===== src/memory_leak_trend_check_defines.svh =====
// ----------------------------------------------------------------------------
// memory leak trend check assertion macros
// shared property forms for the rtl checks of the block
// ----------------------------------------------------------------------------
`ifndef MEMORY_LEAK_TREND_CHECK_DEFINES_SVH
`define MEMORY_LEAK_TREND_CHECK_DEFINES_SVH

// same-cycle implication, checked out of reset
`define LKTC_ASSERT_IMP(label, clk, rst_n, ante, cons) \
  label: assert property (@(posedge clk) disable iff (!rst_n) (ante) |-> (cons)) \
    else $error("lktc check failed");

// next-cycle implication, checked out of reset
`define LKTC_ASSERT_NXT(label, clk, rst_n, ante, cons) \
  label: assert property (@(posedge clk) disable iff (!rst_n) (ante) |=> (cons)) \
    else $error("lktc check failed");

`endif


===== src/lktc_pkg.sv =====
// ----------------------------------------------------------------------------
// lktc_pkg
// word types and constants of the memory leak trend check
// ----------------------------------------------------------------------------
package lktc_pkg;

  localparam int SAMPLE_W    = 31;
  localparam int LIMIT_W     = 21;
  localparam int CFG_DATA_W  = 31;
  localparam int CFG_IDX_W   = 1;
  localparam int GAP_SHIFT   = 10;
  localparam int MIN_SAMPLES = 4;

  localparam logic [CFG_IDX_W-1:0] REG_BASELINE  = 1'b0;
  localparam logic [CFG_IDX_W-1:0] REG_GAP_LIMIT = 1'b1;

  localparam logic [LIMIT_W-1:0] GAP_LIMIT_RST = 21'd100;

  typedef struct packed {
    logic [SAMPLE_W-1:0] sample_pss;
    logic                last_sample;
  } in_word_t;

  typedef struct packed {
    logic enough_samples;
    logic gap_exceeded;
    logic trend_found;
    logic leak_report;
    logic history_overflow;
  } out_word_t;

endpackage


===== src/memory_leak_trend_check.sv =====
// ----------------------------------------------------------------------------
// memory_leak_trend_check
// collects usage samples, newest first, and on the oldest one reports gap,
// trend and leak flags from a pairwise scan of the stored history
// ----------------------------------------------------------------------------
// usage
//   in_word carries one sample per word; last_sample marks the oldest one.
//   a word is taken when in_valid is high and in_stall low. samples beyond
//   DEPTH are dropped and flagged as history overflow.
//   the word with last_sample starts an evaluation; in_stall stays high until
//   the result is loaded into the output register. other words do not stall.
//   with n kept samples (n >= 5) a pairwise scan runs; with n <= 4 the
//   result is formed directly without a scan. the single memory read port
//   limits the scan to one pair compared per cycle.
//   out_word is held while out_stall is high; new samples are still taken
//   while a finished result waits, the next evaluation waits for the slot.
//   cfg_wr_en writes baseline_pss (index 0) or gap_limit_mib (index 1);
//   write only while the block is idle.
//   reset (rst_n low, synchronous) empties the history, drops any pending
//   result and sets baseline 0 and gap limit 100.
// ----------------------------------------------------------------------------
`include "memory_leak_trend_check_defines.svh"

module memory_leak_trend_check import lktc_pkg::*; #(
  parameter int DEPTH = 64
) (
  input  logic                  clk,
  input  logic                  rst_n,
  input  logic                  in_valid,
  output logic                  in_stall,
  input  in_word_t              in_word,
  output logic                  out_valid,
  input  logic                  out_stall,
  output out_word_t             out_word,
  input  logic                  cfg_wr_en,
  input  logic [CFG_IDX_W-1:0]  cfg_index,
  input  logic [CFG_DATA_W-1:0] cfg_wr_data
);

  localparam int ADDR_W = $clog2(DEPTH);
  localparam int CNT_W  = $clog2(DEPTH + 1);

  localparam logic [2:0] ST_IDLE = 3'd0;
  localparam logic [2:0] ST_RDJ  = 3'd1;
  localparam logic [2:0] ST_LDJ  = 3'd2;
  localparam logic [2:0] ST_SCAN = 3'd3;
  localparam logic [2:0] ST_MARK = 3'd4;
  localparam logic [2:0] ST_FIN  = 3'd5;

  logic [2:0]          state_r, state_nxt;
  logic [CNT_W-1:0]    cnt_r, cnt_nxt;
  logic                ovf_r, ovf_nxt;
  logic [CNT_W-1:0]    total_r, total_nxt;
  logic                ovf_res_r, ovf_res_nxt;
  logic [ADDR_W-1:0]   j_r, j_nxt;
  logic [ADDR_W-1:0]   k_r, k_nxt;
  logic [CNT_W-1:0]    below_r, below_nxt;
  logic [CNT_W-1:0]    marked_r, marked_nxt;
  logic                out_valid_r, out_valid_nxt;
  out_word_t           out_word_r, out_word_nxt;
  logic [SAMPLE_W-1:0] baseline_r, baseline_nxt;
  logic [LIMIT_W-1:0]  limit_r, limit_nxt;
  logic [SAMPLE_W-1:0] newest_r, newest_nxt;
  logic [SAMPLE_W-1:0] sj_r, sj_nxt;

  logic                in_acc;
  logic                wr_en;
  logic [CNT_W-1:0]    cnt_after;
  logic [ADDR_W-1:0]   rd_addr;
  logic [SAMPLE_W-1:0] rd_data;
  logic [CNT_W-1:0]    older;
  logic [CNT_W-1:0]    ratio_a, ratio_b;
  logic                ratio_ge;
  logic [SAMPLE_W:0]   diff;
  logic                gap;
  logic                enough;
  logic                trend;

  assign in_stall  = (state_r != ST_IDLE);
  assign in_acc    = in_valid && !in_stall;
  assign wr_en     = in_acc && (cnt_r != CNT_W'(DEPTH));
  assign cnt_after = wr_en ? cnt_r + CNT_W'(1) : cnt_r;

  assign out_valid = out_valid_r;
  assign out_word  = out_word_r;

  lktc_store #(
    .DEPTH (DEPTH)
  ) u_store (
    .clk     (clk),
    .wr_en   (wr_en),
    .wr_addr (cnt_r[ADDR_W-1:0]),
    .wr_data (in_word.sample_pss),
    .rd_addr (rd_addr),
    .rd_data (rd_data)
  );

  always_comb begin
    case (state_r)
      ST_RDJ:  rd_addr = j_r;
      ST_LDJ:  rd_addr = j_r + ADDR_W'(1);
      default: rd_addr = k_r + ADDR_W'(1);
    endcase
  end

  // shared ratio unit: per-sample mark, then the final trend test
  assign older   = total_r - CNT_W'(j_r) - CNT_W'(1);
  assign ratio_a = (state_r == ST_MARK) ? below_r : marked_r;
  assign ratio_b = (state_r == ST_MARK) ? older : total_r;

  lktc_ratio #(
    .W (CNT_W)
  ) u_ratio (
    .a  (ratio_a),
    .b  (ratio_b),
    .ge (ratio_ge)
  );

  // gap: positive difference shifted down by the 1024 unit
  assign diff   = {1'b0, newest_r} - {1'b0, baseline_r};
  assign enough = (total_r >= CNT_W'(MIN_SAMPLES));
  assign gap    = enough && !diff[SAMPLE_W]
                  && (diff[SAMPLE_W-1:GAP_SHIFT] > limit_r);
  assign trend  = enough && ratio_ge;

  always_comb begin
    state_nxt     = state_r;
    cnt_nxt       = cnt_r;
    ovf_nxt       = ovf_r;
    total_nxt     = total_r;
    ovf_res_nxt   = ovf_res_r;
    j_nxt         = j_r;
    k_nxt         = k_r;
    below_nxt     = below_r;
    marked_nxt    = marked_r;
    out_valid_nxt = out_valid_r;
    out_word_nxt  = out_word_r;
    baseline_nxt  = baseline_r;
    limit_nxt     = limit_r;
    newest_nxt    = newest_r;
    sj_nxt        = sj_r;

    if (cfg_wr_en) begin
      case (cfg_index)
        REG_BASELINE:  baseline_nxt = cfg_wr_data[SAMPLE_W-1:0];
        REG_GAP_LIMIT: limit_nxt    = cfg_wr_data[LIMIT_W-1:0];
        default: ;
      endcase
    end

    if (out_valid_r && !out_stall) begin
      out_valid_nxt = 1'b0;
    end

    case (state_r)
      ST_IDLE: begin
        if (in_acc) begin
          if (cnt_r == '0) begin
            newest_nxt = in_word.sample_pss;
          end
          ovf_nxt = ovf_r || !wr_en;
          cnt_nxt = cnt_after;
          if (in_word.last_sample) begin
            total_nxt   = cnt_after;
            ovf_res_nxt = ovf_r || !wr_en;
            cnt_nxt     = '0;
            ovf_nxt     = 1'b0;
            j_nxt       = '0;
            marked_nxt  = '0;
            state_nxt   = (cnt_after > CNT_W'(MIN_SAMPLES)) ? ST_RDJ : ST_FIN;
          end
        end
      end
      ST_RDJ: begin
        state_nxt = ST_LDJ;
      end
      ST_LDJ: begin
        sj_nxt    = rd_data;
        below_nxt = '0;
        k_nxt     = j_r + ADDR_W'(1);
        state_nxt = ST_SCAN;
      end
      ST_SCAN: begin
        below_nxt = below_r + CNT_W'(sj_r > rd_data);
        if (CNT_W'(k_r) + CNT_W'(1) == total_r) begin
          state_nxt = ST_MARK;
        end else begin
          k_nxt = k_r + ADDR_W'(1);
        end
      end
      ST_MARK: begin
        marked_nxt = marked_r + CNT_W'(ratio_ge);
        j_nxt      = j_r + ADDR_W'(1);
        if (CNT_W'(j_r) + CNT_W'(MIN_SAMPLES + 1) < total_r) begin
          state_nxt = ST_RDJ;
        end else begin
          state_nxt = ST_FIN;
        end
      end
      ST_FIN: begin
        if (!out_valid_r || !out_stall) begin
          out_word_nxt.enough_samples   = enough;
          out_word_nxt.gap_exceeded     = gap;
          out_word_nxt.trend_found      = trend;
          out_word_nxt.leak_report      = trend && !gap;
          out_word_nxt.history_overflow = ovf_res_r;
          out_valid_nxt                 = 1'b1;
          state_nxt                     = ST_IDLE;
        end
      end
      default: begin
        state_nxt = ST_IDLE;
      end
    endcase
  end

  always_ff @(posedge clk) begin
    if (!rst_n) begin
      state_r     <= ST_IDLE;
      cnt_r       <= '0;
      ovf_r       <= 1'b0;
      out_valid_r <= 1'b0;
      baseline_r  <= '0;
      limit_r     <= GAP_LIMIT_RST;
    end else begin
      state_r     <= state_nxt;
      cnt_r       <= cnt_nxt;
      ovf_r       <= ovf_nxt;
      out_valid_r <= out_valid_nxt;
      baseline_r  <= baseline_nxt;
      limit_r     <= limit_nxt;
    end
  end

  always_ff @(posedge clk) begin
    total_r    <= total_nxt;
    ovf_res_r  <= ovf_res_nxt;
    j_r        <= j_nxt;
    k_r        <= k_nxt;
    below_r    <= below_nxt;
    marked_r   <= marked_nxt;
    out_word_r <= out_word_nxt;
    newest_r   <= newest_nxt;
    sj_r       <= sj_nxt;
  end

  `LKTC_ASSERT_IMP(a_scan_past_pivot, clk, rst_n, state_r == ST_SCAN, k_r > j_r)
  `LKTC_ASSERT_IMP(a_cnt_in_range, clk, rst_n, 1'b1, cnt_r <= CNT_W'(DEPTH))
  `LKTC_ASSERT_IMP(a_marked_bounded, clk, rst_n, state_r == ST_FIN, marked_r <= total_r)
  `LKTC_ASSERT_NXT(a_last_empties, clk, rst_n, in_acc && in_word.last_sample, cnt_r == '0)

endmodule


===== src/lktc_store.sv =====
// ----------------------------------------------------------------------------
// lktc_store
// sample history memory, one write port and one registered read port
// ----------------------------------------------------------------------------
module lktc_store import lktc_pkg::*; #(
  parameter int  DEPTH  = 64,
  localparam int ADDR_W = $clog2(DEPTH)
) (
  input  logic                clk,
  input  logic                wr_en,
  input  logic [ADDR_W-1:0]   wr_addr,
  input  logic [SAMPLE_W-1:0] wr_data,
  input  logic [ADDR_W-1:0]   rd_addr,
  output logic [SAMPLE_W-1:0] rd_data
);

  logic [SAMPLE_W-1:0] mem [DEPTH];
  logic [SAMPLE_W-1:0] rd_data_r;

  always_ff @(posedge clk) begin
    if (wr_en) begin
      mem[wr_addr] <= wr_data;
    end
    rd_data_r <= mem[rd_addr];
  end

  assign rd_data = rd_data_r;

endmodule


===== src/lktc_ratio.sv =====
// ----------------------------------------------------------------------------
// lktc_ratio
// shared four-fifths test: 5*a >= 4*b
// ----------------------------------------------------------------------------
module lktc_ratio import lktc_pkg::*; #(
  parameter int W = 7
) (
  input  logic [W-1:0] a,
  input  logic [W-1:0] b,
  output logic         ge
);

  logic [W+2:0] a5;
  logic [W+2:0] b4;

  assign a5 = {1'b0, a, 2'b00} + {3'b000, a};
  assign b4 = {1'b0, b, 2'b00};
  assign ge = (a5 >= b4);

endmodule

===== config.mk =====
export PLATFORM = sky130hd
export DESIGN_NAME = memory_leak_trend_check
export DESIGN_NICKNAME = d
export VERILOG_FILES = /design/src/lktc_pkg.sv /design/src/memory_leak_trend_check.sv /design/src/lktc_store.sv /design/src/lktc_ratio.sv
export VERILOG_INCLUDE_DIRS = /design/src /design/src/src
export SDC_FILE = /design/constraint.sdc
export NUM_CORES = 2
export LEC_CHECK = 0
export BUFFER_PORTS_ARGS = -buffer_cell sky130_fd_sc_hd__buf_2
export CORE_MARGIN = 8
export CORE_UTILIZATION = 60
export CTS_BUF_LIST = sky130_fd_sc_hd__clkbuf_2
export CTS_CLUSTER_SIZE = 12
export DETAILED_ROUTE_END_ITERATION = 8
export PLACE_DENSITY = 0.76
export SETUP_SLACK_MARGIN = 0.02
export SYNTH_ARGS = -nofsm -noshare
export SYNTH_HDL_FRONTEND = slang
export SYNTH_SLANG_ARGS = --single-unit

===== constraint.sdc =====
create_clock -name clk -period 7.3 [get_ports clk]
set_input_delay 1.825 -clock clk [delete_from_list [all_inputs] [get_ports clk]]
set_output_delay 1.825 -clock clk [all_outputs]
set_load 0.01 [all_outputs]

== Word-level counts from Yosys, hierarchy flattened ==
Memory sizes are Yosys's and may differ from the RTL's. A register that Yosys moved wholly into a read port is not among the register bits.
Cells that the tools add are included.

* Add/sub/neg operators: 11
* $lt $le $gt $ge: 6
* Reduce and logical (&&, ||, !) cells: 29
* Equal/unequal tests: 12
* Multiplexer cells: 27
* Bitwise gates (word level): 1

{| class="wikitable"
|+ Operators with widths
! cell !! count
|-
| $mux 7 || 6
|-
| $pmux 6 s2 || 3
|-
| $sub 31x31->32 || 1
|-
| $gt 31x31->1 || 1
|-
| $pmux 7 s2 || 2
|-
| $gt 21x21->1 || 1
|-
| $mux 3 || 6
|-
| $mux 6 || 3
|-
| $pmux 3 s6 || 1
|-
| $add 7x1->7 || 2
|-
| $add 6x1->6 const B || 2
|-
| $add 9x7->10 || 1
|-
| $ge 10x9->1 || 1
|-
| $ne 2x2->1 const B || 5
|-
| $reduce_and 2->1 || 5
|-
| $reduce_and 3->1 || 3
|-
| $add 6x1->7 const B || 1
|-
| $add 6x3->7 const B || 1
|-
| $add 7x1->7 const B || 1
|-
| $eq 7x7->1 || 1
|-
| $ge 7x3->1 const B || 1
|-
| $gt 7x3->1 const B || 1
|-
| $logic_and 1x1->1 || 7
|-
| $logic_not 7->1 || 1
|-
| 15 further kinds || 29
|}

* Input port bits: 69
* Memory bits (writable): 1984
* Register bits after elaboration: 165
* Memories kept: 1

{| class="wikitable"
|+ Memory list
! memory !! depth !! bits a word !! rd ports !! clocked after memory_dff !! wr ports !! RTL line !! RTL
|-
| u_store.mem || 64 || 31 || 1 || 1 || 1 || lktc_store.sv:17 || <nowiki>logic [SAMPLE_W-1:0] mem [DEPTH];</nowiki>
|}

== Logic depth before layout (Yosys ltp) ==
* Depth in word-level cells: 10
* Gate-level depth with buffers: 24
* Mapped depth without buffers: 21

== Cells and area by module ==
From an unflattened synthesis, not the netlist that was laid out.

* Cell total of the unflattened synthesis: 4466
* Area total of the unflattened synthesis: 86260.2 um^2

{| class="wikitable"
|+ By module, submodules not included
! module !! instances !! area each (um^2) !! cells each
|-
| lktc_store || 1 || 76305.7 || 3418
|-
| memory_leak_trend_check || 1 || 9527.9 || 996
|-
| lktc_ratio || 1 || 426.7 || 52
|}

== Least setup slack after synthesis ==
OpenSTA, ideal clock, no wires.

* Path type: input port to flip-flop
* Start: input port in_valid
* End: register newest_r[0], enable pin
* Cell stages on the path: 3
* Data required time: 6.836 ns
* Data arrival time: 4.426 ns
* Slack: 2.409 ns
* Path buffers: 1
* Cells stage by stage: nand2_1 -> clkbuf_1 -> nor3b_1

* Cells in the longest elaborated chain, start to end: 2

{| class="wikitable"
|+ RTL lines
! what !! RTL line !! RTL
|-
| start, declared || memory_leak_trend_check.sv:29 || <nowiki>input logic in_valid,</nowiki>
|-
| $logic_and 1x1->1 || memory_leak_trend_check.sv:80 || <nowiki>assign in_acc = in_valid && !in_stall;</nowiki>
|-
| $reduce_and 3->1 (no source line) || - ||
|-
| end signal, assigned || memory_leak_trend_check.sv:243 || <nowiki>newest_r <= newest_nxt;</nowiki>
|-
| end, declared || memory_leak_trend_check.sv:63 || <nowiki>logic [SAMPLE_W-1:0] newest_r, newest_nxt;</nowiki>
|}

Every way passes these cells.
A chain may end at the register's enable or synchronous reset.

== Worst setup path in the final report ==
* Start: register state_r[2]
* End: register marked_r[6], data pin

* Cells in the longest elaborated chain, start to end: 6
* Elaborated cells between the ends (all ways): 8

{| class="wikitable"
|+ RTL lines
! what !! RTL line !! RTL
|-
| start, declared || memory_leak_trend_check.sv:50 || <nowiki>logic [2:0] state_r, state_nxt;</nowiki>
|-
| start signal, assigned || memory_leak_trend_check.sv:226 || <nowiki>state_r <= state_nxt;</nowiki>
|-
| $eq 3x3->1 || memory_leak_trend_check.sv:108, memory_leak_trend_check.sv:109, memory_leak_trend_check.sv:155 ||
|-
| $mux 7 || memory_leak_trend_check.sv:108 || <nowiki>assign ratio_a = (state_r == ST_MARK) ? below_r : marked_r;</nowiki>
|-
| $add 9x7->10 || lktc_ratio.sv:16 || <nowiki>assign a5 = {1'b0, a, 2'b00} + {3'b000, a};</nowiki>
|-
| $ge 10x9->1 || lktc_ratio.sv:18 || <nowiki>assign ge = (a5 >= b4);</nowiki>
|-
| $add 7x1->7 || memory_leak_trend_check.sv:192 || <nowiki>marked_nxt = marked_r + CNT_W'(ratio_ge);</nowiki>
|-
| $pmux 7 s2 (*) || memory_leak_trend_check.sv:155 || <nowiki>case (state_r)</nowiki>
|-
| end signal, assigned || memory_leak_trend_check.sv:241 || <nowiki>marked_r <= marked_nxt;</nowiki>
|-
| end, declared || memory_leak_trend_check.sv:58 || <nowiki>logic [CNT_W-1:0] marked_r, marked_nxt;</nowiki>
|}

Every way passes the cells marked *; elsewhere a longest branch is shown, timed or not.

==> metrics.md <==
| Metric | Value |
|---|---|
| CP arrival | `6.64 ns` |
| Largest delay share family, worst path | `adder cells` |
| WL per Instance | `25.6 um` |
| Nature of the critical path endpoint | `flop` |
| CTS Buf Count | `547` |
| Post-detail-place hpwl | `134 mm` |
| Vias after detailed routing | `56,300` |
| Initial antenna violation count | `11` |
| Sequential share of power | `0.349` |
| Commonest non-fill, non-tap cell in the layout | `edfxtp_1` |
| Peak supply drop | `0.511 mV` |
| Power per cell area | `434 mW/mm2` |
| Clock Sinks | `2,180` |
| Worst-path fanout max | `31` |
| Peak Freq | `190 MHz` |
| Rows | `140` |
| Die ar. | `0.159 mm2` |
| Fraction of registers with async set or reset after synthesis | `0` |
| Placer Congestion | `0.928` |
| Vias in the first global route | `54,200` |
| PnR Total Power | `41.2 mW` |
| Netlist cell types | `86` |
| Yosys warns | `0` |
| First-pass GRT wire length | `336 mm` |
| Die Y | `398 um` |
| Hold Slack | `0.403 ns` |
| Status | `finished, final reports clean` |
| Most frequent cells in the layout | `edfxtp_1, nand2_1, clkbuf_2` |
| Area contributors post-synth | `edfxtp_1, nand2_1, mux2i_1, nand3_1, dfxtp_1` |
| Switching share of power | `0.443` |
| Clock tree buffer depth | `4` |
| Io pins | `76` |
| Clk network pwr share | `0.185` |
| IO Port Bufs | `75` |
| Core Area | `0.145 mm2` |
| CTS Root Cell | `clkbuf_2` |
| Post-CTS Setup Bufs | `0` |
| Post-Layout Inst Area | `0.0950 mm2` |
| Ratio of cells with drive above 1 in the final layout | `0.163` |
| Worst slew pin tran | `1.36 ns` |
| Pins over their slew limit | `0` |
| H-tree depth | `6` |
| Hold Fails Final Rpt | `0` |
| CP most frequent cell | `ha_1` |
| Drt pass-1 iters | `6` |
| Combinational share of power | `0.465` |
| Mapped Cells | `6,327` |
| CP max stage delay | `0.83 ns` |
| Syn Area/Cell | `13.9 um2` |
| Area delta synth->final | `8.42%` |
| Critical path launch point type | `flop` |
| Critical path's slowest cell | `or3b_2` |
| Via density | `6.28` |
| Yosys top cell area share | `0.714` |
| Grt total ovfl | `0` |
| Initial core utilization | `0.603` |
| Psw | `18.3 mW` |
| Crit-path cells | `or3b_2 -> mux2_2 -> ha_1 -> inv_1 -> fa_1 -> inv_1 -> a21oi_1 -> o21bai_1 -> xor2_1 -> ha_1 -> a21o_1 -> a21o_1 -> a21oi_1 -> nand3_1 -> ha_1 -> ha_1 -> nand3_1 -> nor2_1 -> xnor2_1 -> nor2_1` |
| Final #Nets | `6,903` |
| Tmin final | `5.26 ns` |
| Number of enable flip-flop cells after synthesis | `2,085` |
| Width of the chip | `398 um` |
| # setup viols final | `0` |
| WP buf/inv | `2` |
| Clock Skew | `0.146 ns` |
| Pleak | `33.2 nW` |
| Overall Global Routing Usage | `0.282` |
| Unrepaired setup endpoints after global routing | `no` |
| Hold-fix buffers, CTS | `0` |
| Routed WL | `230 mm` |
| Register area share after synthesis | `0.736` |
| Post-synth top area cell | `edfxtp_1` |
| Worst skew pair latency | `1.70 ns` |
| Crit Path Class | `flop to flop` |
| Hold WC Path Type | `primary input to flop` |
| WP data required | `8.68 ns` |
| Post-route DRC | `0` |
| Cell Area, Synth | `0.0877 mm2` |
| DP Area | `0.0906 mm2` |
| TritonCTS clock tree | `built` |
| Pint | `23.0 mW` |
| CTS clock-pin slew for the worst setup and hold paths | `0.10 ns` |
| Post-Syn Nets | `6,513` |
| CTS resizes | `0` |
| Fill count | `10,300` |
| Largest net degree at the start of global routing | `144` |
| Final period util | `0.720` |
| TNS Setup | `0 ns` |
| Seq cells post-synth | `2,180` |
| Routed Antenna Nets | `0` |
| Iter 0 DRT Violations | `8,289` |
| Ys flop type | `edfxtp_1` |
| Rel. slew slack | `0.0817` |
| # Max-Cap Violations | `0` |
-- layout make-up --
class | instances | area, um2 | area share
Clock buffer | 773 | 3870 | 0.0407
Inverter | 118 | 443 | 0.00466
Antenna cell | 12 | 30.0 | 0.000316
Sequential cell | 2180 | 64500 | 0.679
Clock inverter | 104 | 571 | 0.00600
Tap cell | 1917 | 2400 | 0.0252
Timing Repair Buffer | 221 | 1760 | 0.0185
Multi-Input combinational cell | 3649 | 21500 | 0.226
-- worst reg2reg max path: stages (launching register included) --
cell      delay, ns
dfxtp_1        0.76
or3b_2         0.83
mux2_2         0.35
ha_1           0.17
inv_1          0.07
fa_1           0.46
inv_1          0.08
a21oi_1        0.07
o21bai_1       0.19
xor2_1         0.17
ha_1           0.26
a21o_1         0.19
a21o_1         0.17
a21oi_1        0.21
nand3_1        0.13
ha_1           0.22
ha_1           0.21
nand3_1        0.12
nor2_1         0.08
xnor2_1        0.18
nor2_1         0.06
-- logic make-up (layout without fill, tap and decap cells) --
logic type      count (synthesis)  in the layout  synth area share
xor+xnor                       59             59           0.00607
simple gates                 2279           2279             0.111
mux                           297            297            0.0340
compound gates                897            897            0.0704
flops                        2180           2180             0.736
buf+inv                       498           1216            0.0256
other cells                     0             12                 0
fa+ha+maj                     117            117            0.0169
-- worst paths after layout --
| path | from | to | slack (ns) | depth (start not counted) |
|---|---|---|---|---|
| min reg2reg | u_store.rd_data[21]$_DFF_P_ | sj_r[21]$_DFFE_PP_ | 0.43 | 0 |
| max | state_r[2]$_SDFFE_PN0P_ | marked_r[6]$_SDFFCE_PP0P_ | 2.04 | 20 |
| min | cfg_wr_data[14] | baseline_r[14]$_SDFFE_PN0P_ | 0.40 | 3 |
| max reg2reg | state_r[2]$_SDFFE_PN0P_ | marked_r[6]$_SDFFCE_PP0P_ | 2.04 | 20 |
-- state kept, by name, indices dropped and copies added (netlist names) --
name / flops
baseline_r: 31
below_r: 7
cnt_r: 7
j_r: 6
k_r: 6
limit_r: 21
marked_r: 7
newest_r: 31
out_valid: 1
out_word: 5
ovf_r: 1
ovf_res_r: 1
sj_r: 31
state_r: 3
total_r: 7
u_store.mem: 1984
u_store.rd_data: 31
-- routing by layer --
| layer | global-route usage | up-vias | part of all wire |
|---|---|---|---|
| met5 | 0 | - | 0 |
| met4 | 0.129 | 0 | 0.045 |
| met3 | 0.0679 | 507 | 0.12 |
| met2 | 0.424 | 3605 | 0.45 |
| met1 | 0.393 | 27400 | 0.38 |
| li1 | - | 24800 | - |
-- synth_stat cells (95+ instances only) --
cell,number
edfxtp_1,2085
nand2_1,1455
nand3_1,448
mux2i_1,290
a21oi_1,285
buf_2,203
a32oi_1,151
nor2_1,137
a221oi_1,129
a31oi_1,127
clkbuf_1,127
inv_1,117
ha_1,115
dfxtp_1,95
-- power groups by stage --
stage          Clock (mW)  Sequential [mW]  Combinational (mW)
2_1_floorplan           0             14.6                12.2
3_3_place_gp            0             14.7                18.4
3_5_place_dp            0             14.7                18.8
4_1_cts              7.74             14.4                18.8
5_1_grt              8.35             14.5                20.3
6_report             7.64             14.4                19.2
-- stage by stage --
step,utilization,setup WS (ns),instances
final,0.654,2.04,8974
after global routing,0.654,1.69,8968
after detailed placement,0.623,2.13,8085
after floorplan,-,2.41,6327
after CTS,0.654,2.09,8962
after global placement,0.623,2.05,8085
Power figures use the tool's default switching activity.
